`config.mk`:
```
export PLATFORM = sky130hd
export DESIGN_NAME = binlog_event_packet_checker_unit
export DESIGN_NICKNAME = d
export VERILOG_FILES = /design/src/blpc_pkg.sv /design/src/blpc_front.sv /design/src/blpc_back.sv /design/src/blpc_fifo.sv /design/src/binlog_event_packet_checker_unit.sv
export SDC_FILE = /design/constraint.sdc
export NUM_CORES = 2
export LEC_CHECK = 0
export ABC_AREA = 0
export BUFFER_PORTS_ARGS = -buffer_cell sky130_fd_sc_hd__buf_2
export CORE_MARGIN = 1
export CORE_UTILIZATION = 34
export DETAILED_ROUTE_END_ITERATION = 6
export PLACE_DENSITY = 0.58
export SYNTH_ARGS = -nofsm -noshare
export SYNTH_HDL_FRONTEND = slang
export SYNTH_SLANG_ARGS = --single-unit
export TNS_END_PERCENT = 50
```
`constraint.sdc`:
```
create_clock -name clk -period 28.1 [get_ports clk]
set_input_delay 7.025 -clock clk [delete_from_list [all_inputs] [get_ports clk]]
set_output_delay 7.025 -clock clk [all_outputs]
set_load 0.01 [all_outputs]
```
`src/blpc_pkg.sv`:
```
package blpc_pkg;

  localparam logic [2:0] ST_OK         = 3'd0;
  localparam logic [2:0] ST_END        = 3'd1;
  localparam logic [2:0] ST_ERROR      = 3'd2;
  localparam logic [2:0] ST_LEN_BAD    = 3'd3;
  localparam logic [2:0] ST_CRC_BAD    = 3'd4;

  localparam logic [1:0] CFG_VERIFY    = 2'd0;
  localparam logic [1:0] CFG_TEXT      = 2'd1;
  localparam logic [1:0] CFG_CHARS     = 2'd2;
  localparam logic [1:0] CFG_FORMAT    = 2'd3;

  localparam logic [7:0] LEAD_END      = 8'd254;
  localparam logic [7:0] LEAD_ERROR    = 8'd255;
  localparam logic [31:0] HEADER_LEN   = 32'd27;
  localparam logic [31:0] VERSION_AT   = 32'd29;

  typedef enum logic [1:0] {
    VC_EQUAL      = 2'd0,
    VC_LESS       = 2'd1,
    VC_GREATER    = 2'd2,
    VC_DONE_EQUAL = 2'd3
  } vcmp_t;

  typedef struct packed {
    logic [7:0]   lead;
    logic [191:0] hdr;
    logic [31:0]  pos;
    logic [31:0]  crc;
    logic [31:0]  tail;
    vcmp_t        vcmp;
  } pkt_sum_t;

  typedef struct packed {
    logic [2:0]  status;
    logic [31:0] stamp;
    logic [7:0]  event_kind;
    logic [31:0] origin_server;
    logic [31:0] body_length;
    logic [31:0] next_position;
    logic [15:0] event_flag_bits;
    logic        checksums_active;
    logic [15:0] server_error_code;
    logic [15:0] warning_total;
    logic [15:0] server_state_bits;
  } result_t;

  function automatic logic [31:0] crc_byte(logic [31:0] crc_in, logic [7:0] b);
    logic [31:0] c;
    c = crc_in ^ {24'd0, b};
    for (int k = 0; k < 8; k++) begin
      c = (c >> 1) ^ (32'hEDB88320 & {32{c[0]}});
    end
    return c;
  endfunction

endpackage

```
`src/blpc_front.sv`:
```
module blpc_front (
  input  logic                    clk,
  input  logic                    rst,
  input  logic                    in_fire,
  input  logic [7:0]              packet_byte,
  input  logic                    end_of_packet,
  input  logic [63:0]             ver_text,
  input  logic [3:0]              ver_chars,
  output logic                    sum_valid,
  output blpc_pkg::pkt_sum_t      sum
);
  import blpc_pkg::*;

  logic [31:0]  pos;
  logic [7:0]   lead;
  logic [191:0] hdr;
  logic [31:0]  crc;
  logic [31:0]  tail;
  vcmp_t        vcmp;

  logic [31:0]  pos_next;
  logic [7:0]   lead_next;
  logic [191:0] hdr_next;
  logic [31:0]  crc_next;
  logic [31:0]  tail_next;
  vcmp_t        vcmp_next;
  logic [31:0]  e;
  logic [31:0]  k;
  logic [7:0]   c;

  always_comb begin
    e = pos - 32'd1;
    k = e - VERSION_AT;
    c = ver_text[{k[2:0], 3'b000} +: 8];
    if (k[31:3] != 29'd0) begin
      c = 8'd0;
    end
    lead_next = lead;
    hdr_next  = hdr;
    crc_next  = crc;
    tail_next = tail;
    vcmp_next = vcmp;
    if (pos == 32'd0) begin
      lead_next = packet_byte;
      hdr_next  = '0;
      crc_next  = '1;
      tail_next = '0;
      vcmp_next = VC_EQUAL;
    end else begin
      if (e < 32'd24) begin
        hdr_next[{e[4:0], 3'b000} +: 8] = packet_byte;
      end
      if (pos >= 32'd5) begin
        crc_next = crc_byte(crc, tail[7:0]);
      end
      tail_next = {packet_byte, tail[31:8]};
      if (vcmp == VC_EQUAL && e >= VERSION_AT && k < {28'd0, ver_chars}) begin
        if (packet_byte < c) begin
          vcmp_next = VC_LESS;
        end else if (packet_byte > c) begin
          vcmp_next = VC_GREATER;
        end else if (packet_byte == 8'd0) begin
          vcmp_next = VC_DONE_EQUAL;
        end
      end
    end
    pos_next = (pos != '1) ? pos + 32'd1 : pos;
    if (end_of_packet) begin
      pos_next = '0;
    end
  end

  always_ff @(posedge clk) begin
    if (rst) begin
      pos       <= '0;
      lead      <= '0;
      hdr       <= '0;
      crc       <= '1;
      tail      <= '0;
      vcmp      <= VC_EQUAL;
      sum_valid <= 1'b0;
    end else begin
      sum_valid <= in_fire && end_of_packet;
      if (in_fire) begin
        pos  <= pos_next;
        lead <= lead_next;
        hdr  <= hdr_next;
        crc  <= crc_next;
        tail <= tail_next;
        vcmp <= vcmp_next;
        sum  <= '{lead: lead_next, hdr: hdr_next, pos: pos, crc: crc_next,
                  tail: tail_next, vcmp: vcmp_next};
      end
    end
  end

endmodule

```
`src/blpc_back.sv`:
```
module blpc_back (
  input  logic                    clk,
  input  logic                    rst,
  input  logic                    sum_valid,
  input  blpc_pkg::pkt_sum_t      sum,
  input  logic                    verify_crc,
  input  logic [7:0]              format_code,
  output logic                    res_valid,
  output blpc_pkg::result_t       res
);
  import blpc_pkg::*;

  logic    checksum_mode;
  logic    mode_next;
  result_t r;
  logic [31:0] len;
  logic [31:0] body;
  logic [31:0] crcv;

  always_comb begin
    len  = sum.hdr[72 +: 32];
    r    = '0;
    body = '0;
    mode_next = checksum_mode;
    crcv = (sum.pos >= 32'd4) ? ~sum.crc : 32'd0;
    if (sum.pos == 32'd4 && sum.lead == LEAD_END) begin
      r.status = ST_END;
      r.checksums_active = checksum_mode;
      r.warning_total = sum.hdr[15:0];
      r.server_state_bits = sum.hdr[31:16];
    end else if (sum.lead == LEAD_ERROR) begin
      r.status = ST_ERROR;
      r.checksums_active = checksum_mode;
      r.server_error_code = sum.hdr[15:0];
    end else begin
      r.stamp = sum.hdr[31:0];
      r.event_kind = sum.hdr[39:32];
      r.origin_server = sum.hdr[71:40];
      r.next_position = sum.hdr[135:104];
      r.event_flag_bits = sum.hdr[151:136];
      r.status = ST_OK;
      if (len != sum.pos) begin
        r.status = ST_LEN_BAD;
      end else begin
        if (len > HEADER_LEN) begin
          body = len - HEADER_LEN;
          if (sum.hdr[39:32] == format_code && sum.vcmp != VC_GREATER) begin
            mode_next = 1'b1;
          end
          if (mode_next) begin
            body = (body >= 32'd4) ? body - 32'd4 : 32'd0;
          end
        end
        if (mode_next && verify_crc && crcv != sum.tail) begin
          r.status = ST_CRC_BAD;
        end
      end
      r.body_length = body;
      r.checksums_active = mode_next;
    end
  end

  always_ff @(posedge clk) begin
    if (rst) begin
      checksum_mode <= 1'b0;
      res_valid     <= 1'b0;
    end else begin
      res_valid <= sum_valid;
      if (sum_valid) begin
        checksum_mode <= mode_next;
        res <= r;
      end
    end
  end

endmodule

```
`src/blpc_fifo.sv`:
```
module blpc_fifo (
  input  logic                    clk,
  input  logic                    rst,
  input  logic                    push,
  input  blpc_pkg::result_t       din,
  input  logic                    pop,
  output logic                    not_empty,
  output logic [2:0]              count,
  output blpc_pkg::result_t       dout
);
  import blpc_pkg::*;

  result_t     mem [4];
  logic [1:0]  wp;
  logic [1:0]  rp;
  logic [2:0]  cnt;

  assign not_empty = cnt != 3'd0;
  assign dout = mem[rp];
  assign count = cnt;

  always_ff @(posedge clk) begin
    if (rst) begin
      wp  <= '0;
      rp  <= '0;
      cnt <= '0;
    end else begin
      if (push) begin
        mem[wp] <= din;
        wp <= wp + 2'd1;
      end
      if (pop) begin
        rp <= rp + 2'd1;
      end
      cnt <= cnt + {2'd0, push} - {2'd0, pop};
    end
  end

endmodule

```
`src/binlog_event_packet_checker_unit.sv`:
```
// Binlog reply packet checker. One packet byte is taken per cycle while
// in_ready is high, with end_of_packet on the last byte; a packet's result is
// registered in the front and back stages, then queued. The front stage's
// byte-wide CRC-32 step sets that rate. A four-entry result queue absorbs
// output stalls; in_ready drops when queued plus in-flight results reach four.
// Configuration is taken at any time, intended while no packet is in flight.
module binlog_event_packet_checker_unit (
  input  logic        clk,
  input  logic        rst,
  input  logic        in_valid,
  output logic        in_ready,
  input  logic [7:0]  packet_byte,
  input  logic        end_of_packet,
  input  logic        cfg_valid,
  output logic        cfg_ready,
  input  logic [1:0]  cfg_index,
  input  logic [63:0] cfg_data,
  output logic        out_valid,
  input  logic        out_ready,
  output logic [2:0]  status,
  output logic [31:0] stamp,
  output logic [7:0]  event_kind,
  output logic [31:0] origin_server,
  output logic [31:0] body_length,
  output logic [31:0] next_position,
  output logic [15:0] event_flag_bits,
  output logic        checksums_active,
  output logic [15:0] server_error_code,
  output logic [15:0] warning_total,
  output logic [15:0] server_state_bits
);
  import blpc_pkg::*;

  logic        verify_crc;
  logic [63:0] ver_text;
  logic [3:0]  ver_chars;
  logic [7:0]  format_code;
  logic        in_fire;
  logic        sum_valid;
  pkt_sum_t    sum;
  logic        res_valid;
  result_t     res;
  logic        q_ne;
  logic [2:0]  q_cnt;
  result_t     q_out;
  logic        pop;

  assign cfg_ready = 1'b1;
  assign in_fire = in_valid && in_ready;
  assign pop = q_ne && out_ready;
  assign in_ready = ({1'b0, q_cnt} + {3'd0, sum_valid} + {3'd0, res_valid}) < 4'd4;

  always_ff @(posedge clk) begin
    if (rst) begin
      verify_crc  <= 1'b0;
      ver_text    <= '0;
      ver_chars   <= 4'd5;
      format_code <= 8'd15;
    end else if (cfg_valid) begin
      unique case (cfg_index)
        CFG_VERIFY: verify_crc  <= cfg_data[0];
        CFG_TEXT:   ver_text    <= cfg_data;
        CFG_CHARS:  ver_chars   <= cfg_data[3:0];
        CFG_FORMAT: format_code <= cfg_data[7:0];
        default: ;
      endcase
    end
  end

  blpc_front u_front (
    .clk, .rst, .in_fire, .packet_byte, .end_of_packet,
    .ver_text, .ver_chars, .sum_valid, .sum
  );

  blpc_back u_back (
    .clk, .rst, .sum_valid, .sum, .verify_crc, .format_code, .res_valid, .res
  );

  blpc_fifo u_fifo (
    .clk, .rst, .push(res_valid), .din(res), .pop,
    .not_empty(q_ne), .count(q_cnt), .dout(q_out)
  );

  assign out_valid         = q_ne;
  assign status            = q_out.status;
  assign stamp             = q_out.stamp;
  assign event_kind        = q_out.event_kind;
  assign origin_server     = q_out.origin_server;
  assign body_length       = q_out.body_length;
  assign next_position     = q_out.next_position;
  assign event_flag_bits   = q_out.event_flag_bits;
  assign checksums_active  = q_out.checksums_active;
  assign server_error_code = q_out.server_error_code;
  assign warning_total     = q_out.warning_total;
  assign server_state_bits = q_out.server_state_bits;

endmodule

```
---- After elaboration in Yosys (flattened, before gate mapping) ----
Memories as Yosys holds them, arrays and structs flattened. A register that Yosys moved wholly into a read port is not among the register bits.
Index checks and enable logic that the tools add are counted.
storage, ports and cells
  register bits ........................... 847
  memory bits (writable) .................. 816
  output and inout bits ................... 207
  word-level logic and storage cells ...... 149
  memories kept ........................... 1
memories
  memory      depth  width  read ports  clocked after Yosys merged registers in  wr ports  RTL line         source
  u_fifo.mem  4      204    1           1                                        1         blpc_fifo.sv:13  result_t mem [4];
cells by class
  add/subtract/negate cells ............... 12
  order comparisons ....................... 10
  equality and inequality tests ........... 11
  shifts and indexed selects .............. 3
  mux-type cells .......................... 38
  bitwise operators ....................... 13
  reduce and logical (&&, ||, !) cells .... 27
operator list
  cell                                                                              count
  192-bit two-way mux                                                               2
  32-bit two-way mux                                                                8
  31-bit by 32-bit XOR with 32-bit output                                           8
  192-bit bitwise mux                                                               1
  8-bit by 10-bit variable shift with 192-bit output, first input constant          1
  8-bit by 10-bit indexed part select with 192-bit output                           1
  32-bit by 3-bit >= comparator with 1-bit output, second input constant            3
  32-bit != test                                                                    2
  64-bit by 7-bit indexed part select with 8-bit output                             1
  32-bit by 5-bit subtractor with 32-bit output, second input constant              2
  32-bit by 1-bit adder with 32-bit output, second input constant                   1
  32-bit by 3-bit == test with 1-bit output, second input constant                  1
  32-bit by 5-bit >= comparator with 1-bit output, second input constant            1
  32-bit by 5-bit greater-than comparator with 1-bit output, second input constant  1
  32-bit logical NOT                                                                1
  32-bit by 4-bit less-than comparator with 1-bit output                            1
  32-bit by 5-bit less-than comparator with 1-bit output, second input constant     1
  32-bit != test, second input constant                                             1
  32-bit inverter                                                                   1
  32-bit by 1-bit subtractor with 32-bit output, second input constant              1
  32-bit by 3-bit subtractor with 32-bit output, second input constant              1
  32-bit by 8-bit XOR with 32-bit output                                            1
  29-bit nonzero test                                                               1
  2-bit two-way mux                                                                 9
  27 further kinds                                                                  63

---- Depth between registers and ports, before layout ----
  depth after elaboration ................. 16
  mapped depth ............................ 25

---- By module ----
A second synthesis with hierarchy kept.
unflattened totals
  cells, all modules ...................... 5011
  area, all modules ....................... 71015.6 um2
by module, submodules not included
  module                            times used  cells each  area each (um2)
  blpc_fifo                         1           1109        29884.9
  blpc_front                        1           2652        27034.7
  blpc_back                         1           915         10670.2
  binlog_event_packet_checker_unit  1           335         3425.8

---- Worst setup path before layout ----
No wires, ideal clock.
  path type ............................... input -> register
  start point ............................. in in_valid
  end point ............................... reg u_front.hdr[72]
  library setup time ...................... 0.070 ns
  arrival time ............................ 21.267 ns
  required time ........................... 28.030 ns
  setup slack ............................. 6.762 ns
  cell stages on the path ................. 6
  cells stage by stage .................... o311ai_1 -> nor2_1 -> nand2_1 -> or4_1 -> clkbuf_1 -> o2bb2ai_1
between the ends
  longest elaborated chain between the ends .. 1
RTL lines
  element               RTL line                                source
  start, declared       binlog_event_packet_checker_unit.sv:10  input logic in_valid,
  1-bit logical AND     binlog_event_packet_checker_unit.sv:49  assign in_fire = in_valid && in_ready;
  end signal, assigned  blpc_front.sv:87                        hdr <= hdr_next;
  end, declared         blpc_front.sv:16                        logic [191:0] hdr;
No other way between the ends.
A chain may end at the register's enable or synchronous reset.

==> flow_metrics.env <==
export IMPL_run_status="complete, no violations"
export IMPL_clk_root_buffer_cell="clkbuf_16"
export IMPL_worst_slew_pin_slew_ns=1.24
export IMPL_critical_path_n_buffers_inverters=3
export IMPL_hold_buffers=0
export IMPL_insertion_delay_ns=0.83
export IMPL_critPathArrivalTime_ns=4.03
export IMPL_via_count_of_the_first_global_routing_pass=39300
export IMPL_whs_path_depth=2
export IMPL_sequential_element_share_of_the_synthesized_area_pct=67.9
export IMPL_tns_ns=0
export IMPL_drt_pass_1_iters=6
export IMPL_synth_async_sr_flop_share_pct=0
export IMPL_timing_max_cap_violations=0
export IMPL_timing_critical_path_slowest_stage_cell="buf_4"
export IMPL_synth_top_cell_area_share_pct=57.5
export IMPL_final_antenna_net_count=0
export IMPL_width_of_the_chip_um=445
export IMPL_fp_dieArea_mm2=0.198
export IMPL_overall_routed_net_length_um=173000
export IMPL_skew_ns=0.0522
export IMPL_power_leakage_nw=24.6
export IMPL_netSwitchingPower_w=0.00152
export IMPL_place_worst_setup_slack_ns=16.88
export IMPL_fp_row_count=162
export IMPL_internal_power_w=0.00433
export IMPL_synth_edf_count=1278
export IMPL_worstSetupEndpointType="primary output"
export IMPL_port_buffers=285
export IMPL_seq_power_share_pct=46.3
export IMPL_rr_worst_depth=20
export IMPL_wire_length_of_the_first_global_routing_pass_um=256000
export IMPL_p_clk_share_pct=39.0
export IMPL_critical_path_cell_chain="buf_4 > buf_4 > mux4_2 > buf_2"
export IMPL_cts_buffers=172
export IMPL_kind_of_path_behind_the_tightest_hold_check="reg -> reg"
export IMPL_gp_congestion=0.880
export IMPL_final_hold_violation_count=0
export IMPL_post_cts_setup_buffers=0
export IMPL_number_of_warnings_issued_by_yosys=0
export IMPL_switching_share_of_power_pct=26.0
export IMPL_achievable_frequency_mhz=90.5
export IMPL_syn_mean_instance_area_um2=14.4
export IMPL_clkSinkCount=1625
export IMPL_wl_per_cell_um=22.6
export IMPL_fin_crit_sh_pct=39.3
export IMPL_cp_top_family="buffers and inverters"
export IMPL_rsz0062_at_grt="false"
export IMPL_worst_case_vdd_ir_drop_uv=61.7
export IMPL_drv_slew=0
export IMPL_initial_standard_cell_utilization_of_the_core_pct=34.2
export IMPL_crit_required_ns=21.08
export IMPL_track_usage_pct=17.1
export IMPL_synth_most_common_cell="edfxtp_1"
export IMPL_htree_num_levels=4
export IMPL_drt_initial_violations=3587
export IMPL_hold_slack_ns=0.451
export IMPL_period_needed_ns=11.05
export IMPL_timing_critical_path_slowest_cell_delay_ns=0.91
export IMPL_synthFlopType="edfxtp_1"
export IMPL_post_route_cells_drive_above_1_share_pct=17.6
export IMPL_nNetsFinal=4985
export IMPL_final_setup_worst_slack_ns=17.05
export IMPL_largest_net_degree_at_the_start_of_global_routing=130
export IMPL_setup_violations_final=0
export IMPL_worst_slew_margin_rel_pct=17.1
export IMPL_global_route_overflow_total=0
export IMPL_post_drt_via_cell_ratio=5.17
export IMPL_clock_tree_from_tritoncts="built"
export IMPL_num_io_pins=287
export IMPL_crit_path_max_fanout=70
export IMPL_clkSlewWorstSetupHoldPaths_ns=0.05
export IMPL_ctsLongestPathBuffers=3
export IMPL_syn_area_mm2=0.0667
export IMPL_cp_start_kind="flip-flop"
export IMPL_fp_coreArea_mm2=0.195
export IMPL_postSynthCellCount=4641
export IMPL_area_growth_syn_to_layout_pct=15.1
export IMPL_power_share_combinational_pct=14.7
export IMPL_post_synth_most_frequent_cells="1278 x edfxtp_1, 448 x nand2_1, 347 x dfxtp_1, 258 x nor2_1, 253 x and2_1"
export IMPL_cp_depth=4
export IMPL_dp_final_hpwl_um=111000
export IMPL_yosys_area_top_type="edfxtp_1"
export IMPL_drcViolationCount=0
export IMPL_vias=39500
export IMPL_die_height_um=445
export IMPL_timing_worst_setup_path_type="reg -> out"
export IMPL_worst_path_most_repeated_cell="buf_4"
export IMPL_yosysUniqueCellTypes=84
export IMPL_grt_antenna_before_repair=10
export IMPL_num_fill_cells=18100
export IMPL_ys_top_cells_by_area="edfxtp_1 58%, dfxtp_1 10%, mux4_2 7.4%"
export IMPL_synthesized_netlist_net_count=4752
export IMPL_post_cts_resized_instances=0
export IMPL_powerDensity_mw_per_mm2=76.2
export IMPL_number_of_synthesized_register_bits=1625
-- path summary, 6_finish.rpt --
path         slack, ns             start              endpoint
max              17.05         flip-flop  server_error_code[1]
min               0.45  u_front.tail[17]      u_front.tail[17]
max reg2reg      20.59    u_front.pos[1]        u_front.sum[0]
min reg2reg       0.45  u_front.tail[17]      u_front.tail[17]
-- cells in the final DEF (no fill, tap or decap), types with 39 or more instances in the layout --
cell type / synthesis / layout
o2bb2ai_1: 71 / 71
xor2_1: 56 / 56
a22o_1: 52 / 52
nor2_1: 258 / 256
nor4_1: 49 / 47
nor3_1: 43 / 40
inv_1: 40 / 40
buf_4: 2 / 64
o21ai_0: 118 / 117
edfxtp_1: 1278 / 1278
clkbuf_16: 0 / 173
mux4_2: 220 / 220
nand3_1: 89 / 88
xnor2_1: 159 / 158
mux2i_1: 102 / 102
dfxtp_1: 347 / 344
and2_1: 253 / 248
clkbuf_1: 217 / 39
a21oi_1: 229 / 229
buf_2: 19 / 284
nand4_1: 52 / 52
nand2_1: 448 / 448
-- layout make-up --
| cell class | count | area (µm²) | area share, % |
|---|---|---|---|
| clock buffers | 226 | 4670 | 6.08 |
| well taps | 2624 | 3280 | 4.28 |
| multi-input cells | 2681 | 20200 | 26.3 |
| diodes | 2 | 5.00 | 0.00652 |
| repair buffers | 354 | 2010 | 2.62 |
| inverters | 40 | 150 | 0.196 |
| flip-flops and latches | 1625 | 45300 | 59.1 |
| clock inverters | 84 | 1100 | 1.44 |
-- state kept, by name (all words and copies together) (netlist names), 32 cells and up, named ones only --
name and count:
u_front.tail 32, u_front.pos 32, u_back.res 204, ver_text 64, u_front.crc 32, u_fifo.mem 816, u_front.sum 258, u_front.hdr 152
-- worst register-to-register path, cell delays in order (launching register included) --
cell and delay [ns]:
dfxtp_1 0.60, inv_1 0.41, ha_1 0.88, or3b_2 0.60, o31a_1 0.28, a2111oi_2 0.29, nand3_1 0.43, a2111oi_1 0.80
a31oi_1 0.23, nor2_1 0.16, nand4bb_1 0.34, or4_1 0.61, ha_1 0.31, a21o_1 0.16, a21o_1 0.17, a21oi_1 0.16
o21ai_0 0.16, a21bo_2 0.22, nor4_1 0.22, nand4_1 0.17, a21oi_1 0.18
-- power groups by stage --
stage	Combinational, W	Sequential [W]	Clock (W)
2_1_floorplan	0.000587	0.00274	0
3_3_place_gp	0.000874	0.00276	0
3_5_place_dp	0.000876	0.00276	0
4_1_cts	0.000879	0.00271	0.00233
5_1_grt	0.000927	0.00272	0.00243
6_report	0.000857	0.00271	0.00228
-- kinds of logic after synthesis --
kind of cell / synth area share, %
AOI/OAI and AO/OA: 6.72
xor gates and xnor gates: 2.82
adders and majority gates: 0.593
buffers and inverters: 1.98
DFF: 67.9
muxes: 8.96
other: 0.00562
and+or+nand+nor: 11.0
-- stage by stage --
| stage | utilization (%) | std cells | power, W | area [µm²] |
|---|---|---|---|---|
| after floorplan | - | 4641 | 0.00332 | 66700 |
| after global placement | 36.4 | 7324 | 0.00363 | 71000 |
| after detailed placement | 36.4 | 7324 | 0.00364 | 71000 |
| after CTS | 39.4 | 7634 | 0.00592 | 76800 |
| after global routing | 39.4 | 7635 | 0.00607 | 76800 |
| final | 39.4 | 7636 | 0.00585 | 76800 |
-- metal layers --
metal | vias up | global-route usage [%] | wire [µm]
li1 | 18000 | - | -
met5 | - | 0 | 13
met4 | 2 | 6.18 | 5710
met3 | 307 | 2.85 | 8570
met2 | 1154 | 28.5 | 84400
met1 | 20100 | 22.5 | 73900
(Power assumes the default switching activity.)
